==> src/hdl/fewest_hop_most_reliable_path_assert.svh <==
// Assertion macros for the path search block
`ifndef FEWEST_HOP_MOST_RELIABLE_PATH_ASSERT_SVH
`define FEWEST_HOP_MOST_RELIABLE_PATH_ASSERT_SVH

// implication checked on every clock edge out of reset
`define FHP_ASSERT_IMP(label, clk, rst_n, pre, post) \
  label: assert property (@(posedge clk) disable iff (!rst_n) (pre) |-> (post)) \
    else $error("%s failed", "label");

// implication checked in the next cycle
`define FHP_ASSERT_NEXT(label, clk, rst_n, pre, post) \
  label: assert property (@(posedge clk) disable iff (!rst_n) (pre) |=> (post)) \
    else $error("%s failed", "label");

`endif

==> src/hdl/fhp_pkg.sv <==
package fhp_pkg;

  localparam int unsigned MaxNodesDef = 64;
  localparam int unsigned MaxLinksDef = 256;
  localparam int unsigned ProbFracBitsDef = 16;

  localparam int unsigned CfgIdxW = 1;
  localparam int unsigned CfgDataW = 6;

  typedef enum logic [CfgIdxW-1:0] {
    REG_SOURCE = 1'b0,
    REG_TARGET = 1'b1
  } reg_idx_e;

  typedef enum logic {
    CMD_ADD = 1'b0,
    CMD_RUN = 1'b1
  } cmd_e;

  typedef struct packed {
    logic       cmd;
    logic [5:0] end_a;
    logic [5:0] end_b;
    logic [6:0] loss_percent;
  } fhp_req_t;

  typedef struct packed {
    logic [5:0]  route_node;
    logic [6:0]  hop_count;
    logic [16:0] fail_prob;
    logic        reachable;
    logic        last;
  } fhp_res_t;

  typedef enum logic [4:0] {
    ST_IDLE,
    ST_ADD_A,
    ST_ADD_B,
    ST_INIT,
    ST_POP,
    ST_POP_RD,
    ST_EDGE_RD,
    ST_EDGE_WT,
    ST_EDGE_NODE,
    ST_EDGE_MUL,
    ST_EDGE_CMP,
    ST_WALK,
    ST_WALK_RD,
    ST_EMIT_RD,
    ST_EMIT,
    ST_UNREACH
  } fhp_state_e;

  // controller to datapath
  typedef struct packed {
    logic add_check;
    logic add_a;
    logic add_b;
    logic init_clr;
    logic init_seed;
    logic pop;
    logic pop_rd;
    logic edge_rd;
    logic edge_node;
    logic edge_mul;
    logic edge_cmp;
    logic walk_start;
    logic walk_step;
    logic walk_rd;
    logic emit_rd;
    logic emit;
    logic unreach;
  } fhp_cmd_t;

  // datapath to controller
  typedef struct packed {
    logic add_ok;
    logic init_done;
    logic run_bad;
    logic queue_empty;
    logic edge_end;
    logic target_unset;
    logic walk_done;
    logic emit_last;
  } fhp_sts_t;

endpackage

==> src/hdl/fhp_ctrl.sv <==
module fhp_ctrl (
  input  logic              clk_i,
  input  logic              rst_ni,
  input  logic              start_i,
  input  logic              cmd_i,
  input  fhp_pkg::fhp_sts_t sts_i,
  output fhp_pkg::fhp_cmd_t ctl_o,
  output logic              busy_o
);
  import fhp_pkg::*;

  fhp_state_e state_q, state_d;

  always_ff @(posedge clk_i or negedge rst_ni) begin
    if (!rst_ni) begin
      state_q <= ST_IDLE;
    end else begin
      state_q <= state_d;
    end
  end

  // next state and commands
  always_comb begin
    state_d = state_q;
    ctl_o   = '0;
    busy_o  = (state_q != ST_IDLE);
    unique case (state_q)
      ST_IDLE: begin
        if (start_i) begin
          if (cmd_i == CMD_RUN) begin
            ctl_o.init_clr = 1'b1;
            state_d = ST_INIT;
          end else begin
            ctl_o.add_check = 1'b1;
            state_d = ST_ADD_A;
          end
        end
      end
      ST_ADD_A: begin
        if (sts_i.add_ok) begin
          ctl_o.add_a = 1'b1;
          state_d = ST_ADD_B;
        end else begin
          state_d = ST_IDLE;
        end
      end
      ST_ADD_B: begin
        ctl_o.add_b = 1'b1;
        state_d = ST_IDLE;
      end
      ST_INIT: begin
        if (sts_i.init_done) begin
          if (sts_i.run_bad) begin
            state_d = ST_UNREACH;
          end else begin
            ctl_o.init_seed = 1'b1;
            state_d = ST_POP;
          end
        end
      end
      ST_POP: begin
        if (sts_i.queue_empty) begin
          if (sts_i.target_unset) begin
            state_d = ST_UNREACH;
          end else begin
            ctl_o.walk_start = 1'b1;
            state_d = ST_WALK_RD;
          end
        end else begin
          ctl_o.pop = 1'b1;
          state_d = ST_POP_RD;
        end
      end
      ST_POP_RD: begin
        ctl_o.pop_rd = 1'b1;
        state_d = ST_EDGE_RD;
      end
      ST_EDGE_RD: begin
        if (sts_i.edge_end) begin
          state_d = ST_POP;
        end else begin
          ctl_o.edge_rd = 1'b1;
          state_d = ST_EDGE_WT;
        end
      end
      ST_EDGE_WT: state_d = ST_EDGE_NODE;
      ST_EDGE_NODE: begin
        ctl_o.edge_node = 1'b1;
        state_d = ST_EDGE_MUL;
      end
      ST_EDGE_MUL: begin
        ctl_o.edge_mul = 1'b1;
        state_d = ST_EDGE_CMP;
      end
      ST_EDGE_CMP: begin
        ctl_o.edge_cmp = 1'b1;
        state_d = ST_EDGE_RD;
      end
      ST_WALK_RD: begin
        ctl_o.walk_rd = 1'b1;
        state_d = ST_WALK;
      end
      ST_WALK: begin
        if (sts_i.walk_done) begin
          ctl_o.emit_rd = 1'b1;
          state_d = ST_EMIT_RD;
        end else begin
          ctl_o.walk_step = 1'b1;
          state_d = ST_WALK_RD;
        end
      end
      ST_EMIT_RD: state_d = ST_EMIT;
      ST_EMIT: begin
        ctl_o.emit = 1'b1;
        if (sts_i.emit_last) begin
          state_d = ST_IDLE;
        end else begin
          ctl_o.emit_rd = 1'b1;
          state_d = ST_EMIT_RD;
        end
      end
      ST_UNREACH: begin
        ctl_o.unreach = 1'b1;
        state_d = ST_IDLE;
      end
      default: state_d = ST_IDLE;
    endcase
  end

endmodule

==> config.mk <==
export PLATFORM = sky130hd
export DESIGN_NAME = fhp_ctrl
export DESIGN_NICKNAME = d
export VERILOG_FILES = /design/src/hdl/fewest_hop_most_reliable_path_assert.svh /design/src/hdl/fhp_pkg.sv /design/src/hdl/fhp_ctrl.sv
export SDC_FILE = /design/constraint.sdc
export NUM_CORES = 1
export LEC_CHECK = 0
export ABC_AREA = 1
export BUFFER_PORTS_ARGS = -buffer_cell sky130_fd_sc_hd__buf_2
export CAP_MARGIN = 25
export CORE_AREA = 4 4 41 43
export CTS_BUF_LIST = sky130_fd_sc_hd__clkbuf_8
export DETAILED_ROUTE_END_ITERATION = 7
export DIE_AREA = 0 0 45 47
export GPL_ROUTABILITY_DRIVEN = 0
export PLACE_DENSITY = 0.69
export SETUP_SLACK_MARGIN = 0.05
export SKIP_LAST_GASP = 1
export SLEW_MARGIN = 10
export SYNTH_ARGS = -nofsm -noshare
export SYNTH_HDL_FRONTEND = slang
export SYNTH_SLANG_ARGS = --single-unit
==> constraint.sdc <==
create_clock -name clk_i -period 3.7 [get_ports clk_i]
set_clock_uncertainty 0.15 [all_clocks]
set_input_delay 0.74 -clock clk_i [delete_from_list [all_inputs] [get_ports clk_i]]
set_output_delay 0.74 -clock clk_i [all_outputs]
set_load 0.005 [all_outputs]
## Word level (Yosys, flattened, before mapping)

Index checks and enable logic that the tools add are counted.

| cells by class | value |
|---|---|
| mux-type cells | 42 |
| reductions and logical operators | 4 |
| equality and inequality tests | 17 |

Operators by type and width:

| operator | count |
|---|---|
| $pmux 5 s13 | 1 |
| $eq 5x4->1 const B | 8 |
| $mux 1 | 31 |
| $eq 5x3->1 const B | 4 |
| $mux 4 | 3 |
| $eq 5x2->1 const B | 2 |
| $mux 5 | 2 |
| $mux 2 | 4 |
| $eq 5x1->1 const B | 1 |
| $logic_not 5->1 | 1 |
| $reduce_bool 5->1 | 1 |
| $ne 2x2->1 const B | 2 |
| $pmux 1 s2 | 1 |
| $reduce_and 2->1 | 1 |
| $reduce_or 2->1 | 1 |

| word-level totals | value |
|---|---|
| input bits | 12 |
| bits in registers | 5 |
| logic and storage cells | 64 |
| output and inout port bits | 18 |

## Logic depth before layout (Yosys ltp)

Gate-level depths: netlist of the first run.

| logic depth | value |
|---|---|
| word-level depth | 3 |
| mapped depth | 9 |
| mapped depth without buffers | 9 |

## Least setup slack after synthesis of the first run

No wires, ideal clock.

| timing | value |
|---|---|
| kind | reg-to-output |
| start point | register state_q[3] |
| end point | output ctl_o[16] (netlist name) |
| path slack | 1.839 ns |
| arrival time | 0.971 ns |
| cell stages (with the launch flop) | 5 |
| buffers on the path | 1 |
| data required time | 2.810 ns |
| cell sequence | dfrtp_1 buf_4 nor2_2 nand2_1 nor3_1 |

RTL lines:

| element | RTL line | RTL |
|---|---|---|
| start: declaration | fhp_ctrl.sv:12 | `fhp_state_e state_q, state_d;` |
| start signal: assignment | fhp_ctrl.sv:18 | `state_q <= state_d;` |
| end: declaration | fhp_ctrl.sv:7 | `output fhp_pkg::fhp_cmd_t ctl_o,` |

==> reports/metrics.cfg, run 1 <==
[route]
vias = 639
drtIter0Drc = 12
wl_per_cell_um = 9.69
totalWireLength_um = 1320
drtPass1Iterations = 4
vias_per_cell = 4.70
drc = 0
ant_nets = 0

[cells_and_area]
postLayoutCoreUtil_pct = 51.6
area_growth_syn_to_layout_pct = 41.7
design_area_um2 = 672
final_cell_count_no_fill = 136
diodes = 0
nets = 135
largest_reg_flops = 4
top_regs = state_q: 4 flops
largest-register = state_q
drive_above_1_share_pct = 32.2

[critical_path]
cp.arrival_ns = 1.35
slowest_stage = dfrtp_1
cp-end-kind = output port
cpLargestDelayFamily = simple AND/OR/NAND/NOR gates
reg2regPathDepth = 6
crit_cells = 4
start_kind = flop
crit_path_max_fanout = 8
required_ns = 2.81
timing.critical_path.cells = nor2_2 -> nand2_1 -> nor3_1 -> buf_2
slowest_delay_ns = 0.47
crit_type = flop to output port
worst-path-buf-inv = 1

[place]
place_hpwl_um = 1150
dpl_worst_slack_ns = 1.63
dp.cells = 133
io_buffers = 29
placed_area_um2 = 631

[global_route]
grt_pass1_vias = 562
grt_max_degree = 9
antenna_found_initial = 0
grt_pass1_wl_um = 2240
grt.overflow.total = 0
grt_use_total_pct = 13.7

[clock_tree]
postCtsResizedCells = 0
root_buffer = clkbuf_8
clkSlewWorstSetupHoldPaths_ns = 0.03
cts_sinks = 4
numCtsBuffers = 3
clock_path_buffers = 2
cts_max_level = 1
clk_latency_ns = 0.21
cts_tree = built
postCtsHoldBufs = 0
cts_setup_buffers = 0

[die]
floorplan.initialDensity_pct = 36.4
io_pins = 30
fp.dieH_um = 47
rows = 13
die_w_um = 45
coreArea_mm2 = 0.00130
dieArea_mm2 = 0.00212

[synth]
synth_xor_area_share_pct = 0
synth_area_um2 = 474
synth_top_family_by_area = simple AND/OR/NAND/NOR gates
yosys_warnings = 0
synth.mux.area_fraction_pct = 0
synth_compound_area_share_pct = 8.18
synth-simple-area-share_pct = 54.9
synth_fa_ha_area_share_pct = 0
syn_area_per_cell_um2 = 5.27
synth_cell_types = 14
syn_inst = 90
synth_fp_nets = 102
synth_seq_area_share_pct = 21.1
synth-seq-cells = 4

[timing]
maxSlewHeadroom_pct = 79.2
setup_ws_ns = 1.46
period_share_pct = 60.5
layout_min_cycle_time_ns = 2.24
rsz0062_at_grt = false
fin_tns_setup_ns = 0
max_freq_ghz = 0.447
hold_viol = 0
worst_pin_slew_ns = 0.313
setup_viol_count_final = 0
slew_viol_final = 0
whs_ns = 0.173

[power_and_ir_drop]
power.density_mw_per_mm2 = 662
peakVddDrop_v = 0.000306
power_mw = 0.445
p_leak_nw = 0.463

[job]
cap_violations = 0

[outcome]
status = complete, no violations

[hold_path]
hp-class = input pin to async pin

## final timing paths
path	start	endpoint	slack (ns)
worst min-delay path	rst_ni	state_q[0]	0.17
max in group asynchronous	rst_ni	state_q[3]	3.11
worst max-delay path	state_q[3]	ctl_o[16]	1.46
min in group clk_i	state_q[2]	state_q[0]	0.64
worst max register to register	state_q[3]	state_q[1]	2.22
worst min register to register	state_q[2]	state_q[0]	0.64
## logic make-up (layout without fill, tap and decap cells)
logic type | count (synthesis) | in the layout
and+or+nand+nor | 60 | 60
DFF | 4 | 4
buffers and inverters | 19 | 50
AOI/OAI and AO/OA | 7 | 7
## final cells by class
type | instances | area (µm²)
inverter | 18 | 67.6
tap | 15 | 18.8
clock buffer | 3 | 41.3
fill | 148 | 629
sequential | 4 | 100
timing repair buffer | 29 | 145
multi-input combinational | 67 | 299
## cells in the mapped netlist
| library cell | count | area (µm²) |
|---|---|---|
| nand2_1 | 26 | 97.6 |
| inv_1 | 16 | 60.1 |
| nor2_1 | 16 | 60.1 |
| nand3_1 | 8 | 40.0 |
| nor3_1 | 5 | 25.0 |
| a21oi_1 | 4 | 20.0 |
| dfrtp_1 | 4 | 100 |
| nor2_2 | 3 | 18.8 |
| inv_2 | 2 | 7.51 |
| o21ai_0 | 2 | 10.0 |
| buf_4 | 1 | 7.51 |
| nand3b_1 | 1 | 7.51 |
| nor2_4 | 1 | 11.3 |
| o21ai_2 | 1 | 8.76 |
## cell usage in the layout (no fill, tap or decap)
cell type	instances
dfrtp_1	4
clkbuf_8	3
inv_2	2
nor3_1	5
nand2_1	26
nand3_1	8
a21oi_1	4
nand3b_1	1
inv_1	16
nor2_2	3
nor2_1	16
o21ai_2	1
nor2_4	1
o21ai_0	2
buf_2	29
## metal layers
metal,GRT usage [%],wire length [µm],up-vias
met5,0,0,-
met4,1.75,0,0
met3,1.15,83,0
met2,27.4,659,20
met1,16.1,575,278
li1,-,-,341
## power breakdown
part	total [mW]	switching, mW	internal, mW
clock network	0.0887	0.0196	0.0691
registers	0.0967	0.0321	0.0646
logic	0.259	0.165	0.0941
total	0.445	0.217	0.228
No activity file was read; power rests on OpenSTA's default activity.
==> run 2, diff against run 1 <==
--- a/config.mk
+++ b/config.mk
@@ -5,7 +5,7 @@
 export SDC_FILE = /design/constraint.sdc
 export NUM_CORES = 1
 export LEC_CHECK = 0
-export ABC_AREA = 1
+export ABC_AREA = 0
 export BUFFER_PORTS_ARGS = -buffer_cell sky130_fd_sc_hd__buf_2
 export CAP_MARGIN = 25
 export CORE_AREA = 4 4 41 43
@@ -13,7 +13,7 @@
 export DETAILED_ROUTE_END_ITERATION = 7
 export DIE_AREA = 0 0 45 47
 export GPL_ROUTABILITY_DRIVEN = 0
-export PLACE_DENSITY = 0.69
+export PLACE_DENSITY = 0.75
 export SETUP_SLACK_MARGIN = 0.05
 export SKIP_LAST_GASP = 1
 export SLEW_MARGIN = 10
==> constraint.sdc (replaced) <==
create_clock -name clk_i -period 2 [get_ports clk_i]
set_clock_uncertainty 0.15 [all_clocks]
set_input_delay 0.4 -clock clk_i [delete_from_list [all_inputs] [get_ports clk_i]]
set_output_delay 0.4 -clock clk_i [all_outputs]
set_load 0.005 [all_outputs]
==> run 2 against run 1 <==
  * Register-to-register slack got worse by 1.9 ns
  * First-iteration DRC count rose by 17%
  * Synthesized area rose by 7.9%
  * Worst hold slack improved by 0.19 ns
  * Power rose by 120%
  * Global-route usage rose by 1.7 points
  * Non-clock buffer count rose by 5
  * Cell count fell by 7.4%
  * Critical path type unchanged
  * Critical endpoint is now ctl_o[2]
==> reports/metrics.cfg, run 2 <==
[place]
place_hpwl_um = 1230  ; +6.7%
io_buffers = 29  ; unchanged
dpl_worst_slack_ns = 0.271  ; -1.36 ns
placed_area_um2 = 676  ; +7.1%

[route]
vias_per_cell = 5.33  ; +13%
vias = 671  ; +5.0%
drc = 0  ; unchanged
wl_per_cell_um = 12.7  ; +31%
totalWireLength_um = 1590  ; +21%
drtIter0Drc = 14  ; +2
ant_nets = 0  ; unchanged
drtPass1Iterations = 4  ; unchanged

[critical_path]
crit_path_max_fanout = 13  ; +5
cp-end-kind = output port
start_kind = flop
r2r_slack_ns = 0.32  ; -1.90 ns
reg2regPathDepth = 5  ; -1
r2r-end = state_q[1]
required_ns = 1.45  ; -1.36 ns
reg2reg_from = state_q[0]
crit_type = flop to output port
cp.arrival_ns = 1.34  ; about the same

[synth]
synth_area_um2 = 512  ; +7.9%
synth_seq_area_share_pct = 19.6  ; -1.5 points
synthArstFlopShare_pct = 100  ; unchanged
ys_top_cells_by_area = dfrtp_1 (20%), nor2_1 (10%), nor3_1 (8.8%), nand2b_1 (8.6%), nand2_1 (5.1%)
yosys.area.top_type = dfrtp_1
synth.mux.area_fraction_pct = 0  ; unchanged
syn_inst = 79  ; -12%
synth_compound_area_share_pct = 20.8  ; +13 points
netlist_top_cells_count = nor2_1 (14), nor3_1 (9), nand2_1 (7), nand2b_1 (7)
synth_fp_nets = 91  ; -11%
yosys_warnings = 0  ; unchanged
syn_area_per_cell_um2 = 6.48  ; +23%
synth-simple-area-share_pct = 51.6  ; -3.3 points
synth_top_family_by_area = simple AND/OR/NAND/NOR gates
synth_flop_cell = dfrtp_1
synth-seq-cells = 4  ; unchanged
synth_cell_types = 26  ; +12
synth_xor_area_share_pct = 0  ; unchanged
synth_top_area_share_pct = 19.6  ; -1.5 points
synth_most_common_cell = nor2_1
synth_edf_count = 0  ; unchanged
synth_fa_ha_area_share_pct = 0  ; unchanged

[cells_and_area]
area_growth_syn_to_layout_pct = 44.3
multi_input_area_um2 = 378  ; +26%
final_cell_mix = buf_2 (29), nor2_1 (13), nor3_1 (8)
drive_above_1_share_pct = 38.7  ; +6.5 points
largest-register = state_q
nets = 125  ; -7.4%
design_area_um2 = 738  ; +9.9%
top_regs = state_q: 4 flops
diodes = 0  ; unchanged
largest_reg_flops = 4  ; unchanged
n_fill_cell = 139  ; -6.1%
final_common_cell = buf_2
postLayoutCoreUtil_pct = 56.7  ; +5.1 points
register_area_um2 = 104  ; +3.8%

[die]
die_w_um = 45  ; unchanged
io_pins = 30  ; unchanged
dieArea_mm2 = 0.00212  ; unchanged
floorplan.initialDensity_pct = 39.3  ; +2.9 points
fp.dieH_um = 47  ; unchanged
rows = 13  ; unchanged
coreArea_mm2 = 0.00130  ; unchanged

[outcome]
status = complete, no violations

[clock_tree]
clk_latency_ns = 0.22  ; about the same
cts_sinks = 4  ; unchanged
root_buffer = clkbuf_8
clkSlewWorstSetupHoldPaths_ns = 0.03  ; about the same
numCtsBuffers = 3  ; unchanged
cts_tree = built
clock_path_buffers = 2  ; unchanged
cts_setup_buffers = 0  ; unchanged
cts_max_level = 1  ; unchanged

[power_and_ir_drop]
p_int_mw = 0.519  ; +130%
power_mw = 0.984  ; +120%
p_switching_mw = 0.466  ; +110%
clkPwrFrac_pct = 18.0  ; -1.9 points
p_sw_share_pct = 47.3  ; -1.5 points
peakVddDrop_v = 0.000804  ; +160%
power.density_mw_per_mm2 = 1330  ; +100%
power_frac_seq_pct = 20.4  ; -1.4 points
p_leak_nw = 0.359  ; -22%
pwr-share-comb_pct = 61.6  ; +3.3 points

[hold_path]
hp-class = input pin to async pin

[timing]
setup_viol_count_final = 0  ; unchanged
max_freq_ghz = 0.528
rsz0062_at_grt = false
worst_pin_slew_ns = 0.267  ; -0.0455 ns
layout_min_cycle_time_ns = 1.89
maxSlewHeadroom_pct = 82.0  ; +2.9 points
hold_viol = 0  ; unchanged
setup_ws_ns = 0.106  ; -1.36 ns
slew_viol_final = 0  ; unchanged
fin_tns_setup_ns = 0  ; unchanged
period_share_pct = 94.7

[global_route]
grt_max_degree = 14  ; +5
grt.overflow.total = 0  ; unchanged
antenna_found_initial = 0  ; unchanged
grt_pass1_wl_um = 2340  ; +4.3%
grt_pass1_vias = 529  ; -5.9%
grt_use_total_pct = 15.4  ; +1.7 points

[job]
cap_violations = 0  ; unchanged

## run 2: worst max path at each step
stage,to,start,depth (start not counted),slack [ns]
2_1_floorplan,ctl_o[4],state_q[2],4,0.41
3_3_place_gp,ctl_o[2],state_q[2],3,0.30
3_5_place_dp,ctl_o[2],state_q[2],3,0.27
4_1_cts,ctl_o[5],state_q[1],3,0.09
5_1_grt,ctl_o[13],state_q[2],4,0.04
6_report,ctl_o[2],state_q[2],3,0.11
## run 2: cell type report
class	instances	share of cell area [%]
Timing Repair Buffer	34	25.1
Multi-Input combinational cell	67	51.2
Sequential cell	4	14.1
Tap cell	15	2.54
Clock buffer	3	5.59
Inverter	3	1.53
## run 2: power by group through the flow
| stage | logic [mW] | registers [mW] | clock network, mW |
|---|---|---|---|
| 4_1_cts | 0.598 | 0.195 | 0.181 |
| 3_5_place_dp | 0.592 | 0.191 | 0 |
| 3_3_place_gp | 0.582 | 0.188 | 0 |
| 6_report | 0.606 | 0.201 | 0.177 |
| 5_1_grt | 0.668 | 0.213 | 0.190 |
| 2_1_floorplan | 0.454 | 0.151 | 0 |
## run 2: critical path, cell delays in order, from the launching register on
cell     delay [ns]
dfrtp_2        0.47
or3b_1         0.38
a21oi_2        0.14
buf_2          0.13
## run 2: repair_timing
action                                  CTS  global route
endpoints found under the hold margin     4             0
endpoints found under the setup margin    3             8
resized for setup                         2             4
hold buffers                              1             0
## run 2: logic make-up after synthesis
family / after synthesis
AND/OR/NAND/NOR: 51
flip-flops: 4
AO/OA/AOI/OAI: 16
buffers and inverters: 8
## run 2: through the flow
stage               std cells  hold WS (ns)
finish                    126         0.361
global route              126         0.374
CTS                       126         0.365
detailed placement        122        0.0551
global placement          122        0.0530
floorplan                  79       -0.0456
## run 2: metal layers
metal	track usage (%)	up-vias	part of all wire (%)
met5	0	-	0
met4	8.77	0	1.8
met3	1.92	2	6.3
met2	24.6	23	49
met1	20.0	302	42
li1	-	344	-
==> run 3, diff against run 2 <==
--- a/config.mk
+++ b/config.mk
@@ -5,7 +5,7 @@
 export SDC_FILE = /design/constraint.sdc
 export NUM_CORES = 1
 export LEC_CHECK = 0
-export ABC_AREA = 0
+export ABC_AREA = 1
 export BUFFER_PORTS_ARGS = -buffer_cell sky130_fd_sc_hd__buf_2
 export CAP_MARGIN = 25
 export CORE_AREA = 4 4 41 43
@@ -13,7 +13,7 @@
 export DETAILED_ROUTE_END_ITERATION = 7
 export DIE_AREA = 0 0 45 47
 export GPL_ROUTABILITY_DRIVEN = 0
-export PLACE_DENSITY = 0.75
+export PLACE_DENSITY = 0.72
 export SETUP_SLACK_MARGIN = 0.05
 export SKIP_LAST_GASP = 1
 export SLEW_MARGIN = 10
==> run 3 against run 2 <==
  * Via count shrank 2.2%
  * Sequential power is essentially flat
  * Die area is the same
  * Sequential share of layout area grew 0.60 points
  * Critical path type unchanged
  * Core utilization shrank 3.0 points
  * Power shrank 12%
  * Count of clock-buffer cells in the layout is the same
  * Clock power shrank 7%
  * First-iteration DRC count shrank 14%
  * Cell count grew 8.7%
  * Register-to-register slack gained 0.25 ns
  * Maximum frequency grew 3.9%
==> reports/metrics.cfg, run 3 (synthesized netlist as in run 1, its figures left out) <==
[outcome]
status = complete, no violations

[timing]
maxSlewHeadroom_pct = 82.8  ; +0.75 points
hold_viol = 0  ; unchanged
period_share_pct = 91.2  ; -3.6 points
worst_pin_slew_ns = 0.258  ; -0.00967 ns
fin_tns_setup_ns = 0  ; unchanged
layout_min_cycle_time_ns = 1.82  ; -0.0714 ns
whs_ns = 0.358  ; -0.00276 ns
setup_viol_count_final = 0  ; unchanged
rsz0062_at_grt = true
slew_viol_final = 0  ; unchanged
max_freq_ghz = 0.549  ; +3.9%

[clock_tree]
cts_max_level = 1  ; unchanged
numCtsBuffers = 3  ; unchanged
clkSlewWorstSetupHoldPaths_ns = 0.03  ; about the same
clock_path_buffers = 2  ; unchanged
root_buffer = clkbuf_8
cts_setup_buffers = 0  ; unchanged
cts_tree = built
clk_latency_ns = 0.22  ; about the same
cts_sinks = 4  ; unchanged

[power_and_ir_drop]
clkPwrFrac_pct = 19.1  ; +1.1 points
power.density_mw_per_mm2 = 1230  ; -7.5%
pwr-share-comb_pct = 57.7  ; -3.9 points
p_switching_mw = 0.426  ; -8.5%
p_sw_share_pct = 49.4  ; +2.1 points
peakVddDrop_v = 0.000649  ; -19%
power_frac_seq_pct = 23.1  ; +2.7 points
p_int_mw = 0.437  ; -16%
p_leak_nw = 0.468  ; +30%

[route]
wl_per_cell_um = 10.0  ; -21%
totalWireLength_um = 1370  ; -14%
vias = 656  ; -2.2%
ant_nets = 0  ; unchanged
drtIter0Drc = 12  ; -2
drc = 0  ; unchanged
drtPass1Iterations = 4  ; unchanged
vias_per_cell = 4.79  ; -10%

[global_route]
grt_pass1_vias = 588  ; +11%
grt_use_total_pct = 16.5  ; +1.1 points
antenna_found_initial = 0  ; unchanged
grt_pass1_wl_um = 2480  ; +6.2%
grt_max_degree = 9  ; -5
grt.overflow.total = 0  ; unchanged

[critical_path]
slowest_delay_ns = 0.44  ; -0.03 ns
cp-end-kind = output port
crit_path_max_fanout = 6  ; -7
slowest_stage = dfrtp_1
timing.critical_path.cells = nor2_4 -> nand2_1 -> nor3_1 -> buf_2
start_kind = flop
required_ns = 1.45  ; about the same
r2r-end = state_q[0]
r2r_slack_ns = 0.57  ; +0.25 ns
cpLargestDelayFamily = simple AND/OR/NAND/NOR gates
cp.arrival_ns = 1.27  ; -0.07 ns
reg2reg_from = state_q[1]
worst-path-buf-inv = 1  ; unchanged
reg2regPathDepth = 8  ; +3
crit_type = flop to output port

[hold_path]
hold_depth = 3
min_from = start_i
min_to = state_q[3]
hp-class = input pin to flop

[cells_and_area]
diodes = 0  ; unchanged
final_common_cell = buf_2
postLayoutCoreUtil_pct = 53.8  ; -3.0 points
drive_above_1_share_pct = 35.2  ; -3.5 points
top_regs = state_q: 4 flops
final_cell_mix = buf_2 (29), nand2_1 (25), inv_1 (16)
nets = 136  ; +8.8%
largest-register = state_q
largest_reg_flops = 4  ; unchanged
area_growth_syn_to_layout_pct = 47.5

[die]
dieArea_mm2 = 0.00212  ; unchanged
coreArea_mm2 = 0.00130  ; unchanged
floorplan.initialDensity_pct = 36.4  ; -2.9 points
die_w_um = 45  ; unchanged
rows = 13  ; unchanged
fp.dieH_um = 47  ; unchanged
io_pins = 30  ; unchanged

[place]
place_hpwl_um = 1190  ; -3.3%
io_buffers = 29  ; unchanged

[job]
cap_violations = 0  ; unchanged

-- run 3: worst max-delay path by stage --
stage	startpoint	endpoint	slack (ns)	depth (start not counted)
5_1_grt	state_q[3]	ctl_o[16]	0.03	4
3_5_place_dp	state_q[3]	ctl_o[16]	0.31	4
6_report	state_q[0]	ctl_o[16]	0.18	4
3_3_place_gp	state_q[3]	ctl_o[16]	0.36	4
2_1_floorplan	state_q[3]	ctl_o[16]	0.48	4
4_1_cts	state_q[3]	ctl_o[16]	0.07	4
-- run 3: routing by layer --
layer,vias to the layer above,global-route usage (%),share of wire (%)
met5,-,0,0
met4,0,7.02,1.2
met3,4,6.13,7.6
met2,24,26.8,49
met1,284,19.5,42
li1,344,-,-
-- run 3: through the flow --
step	total power, mW	instance area [µm²]	cells	worst slack, ns
after floorplan	0.521	474	90	0.479
after global placement	0.664	631	133	0.361
after detailed placement	0.667	631	133	0.310
after CTS	0.838	682	137	0.0701
after global routing	0.967	699	137	0.0328
final	0.863	699	137	0.177
-- run 3: final cells by class --
type,instances,area [µm²]
inverters,18,67.6
multi-input cells,67,314
well taps,15,18.8
fillers,152,602
repair buffers,30,155
clock buffers,3,41.3
flip-flops and latches,4,103
-- run 3: timing repair --
item / 4_1_cts / 5_1_grt
setup endpoints to repair: 0 / 5
hold endpoints to repair: 4 / 0
gates resized for setup: 0 / 6
hold buffers: 1 / 0
-- run 3: worst reg2reg max path, delay by kind of cell, from the launching register on --
| kind | cells | cell delay (ns) |
|---|---|---|
| buffers and inverters | 1 | 0.06 |
| and+or+nand+nor | 7 | 0.65 |
| DFF | 1 | 0.45 |
-- run 3: power by group through the flow --
stage,sequential (mW),clock (mW),combinational [mW]
final,0.200,0.165,0.498
after global routing,0.209,0.177,0.581
after CTS,0.180,0.169,0.489
after detailed placement,0.181,0,0.485
after global placement,0.178,0,0.487
after floorplan,0.155,0,0.367
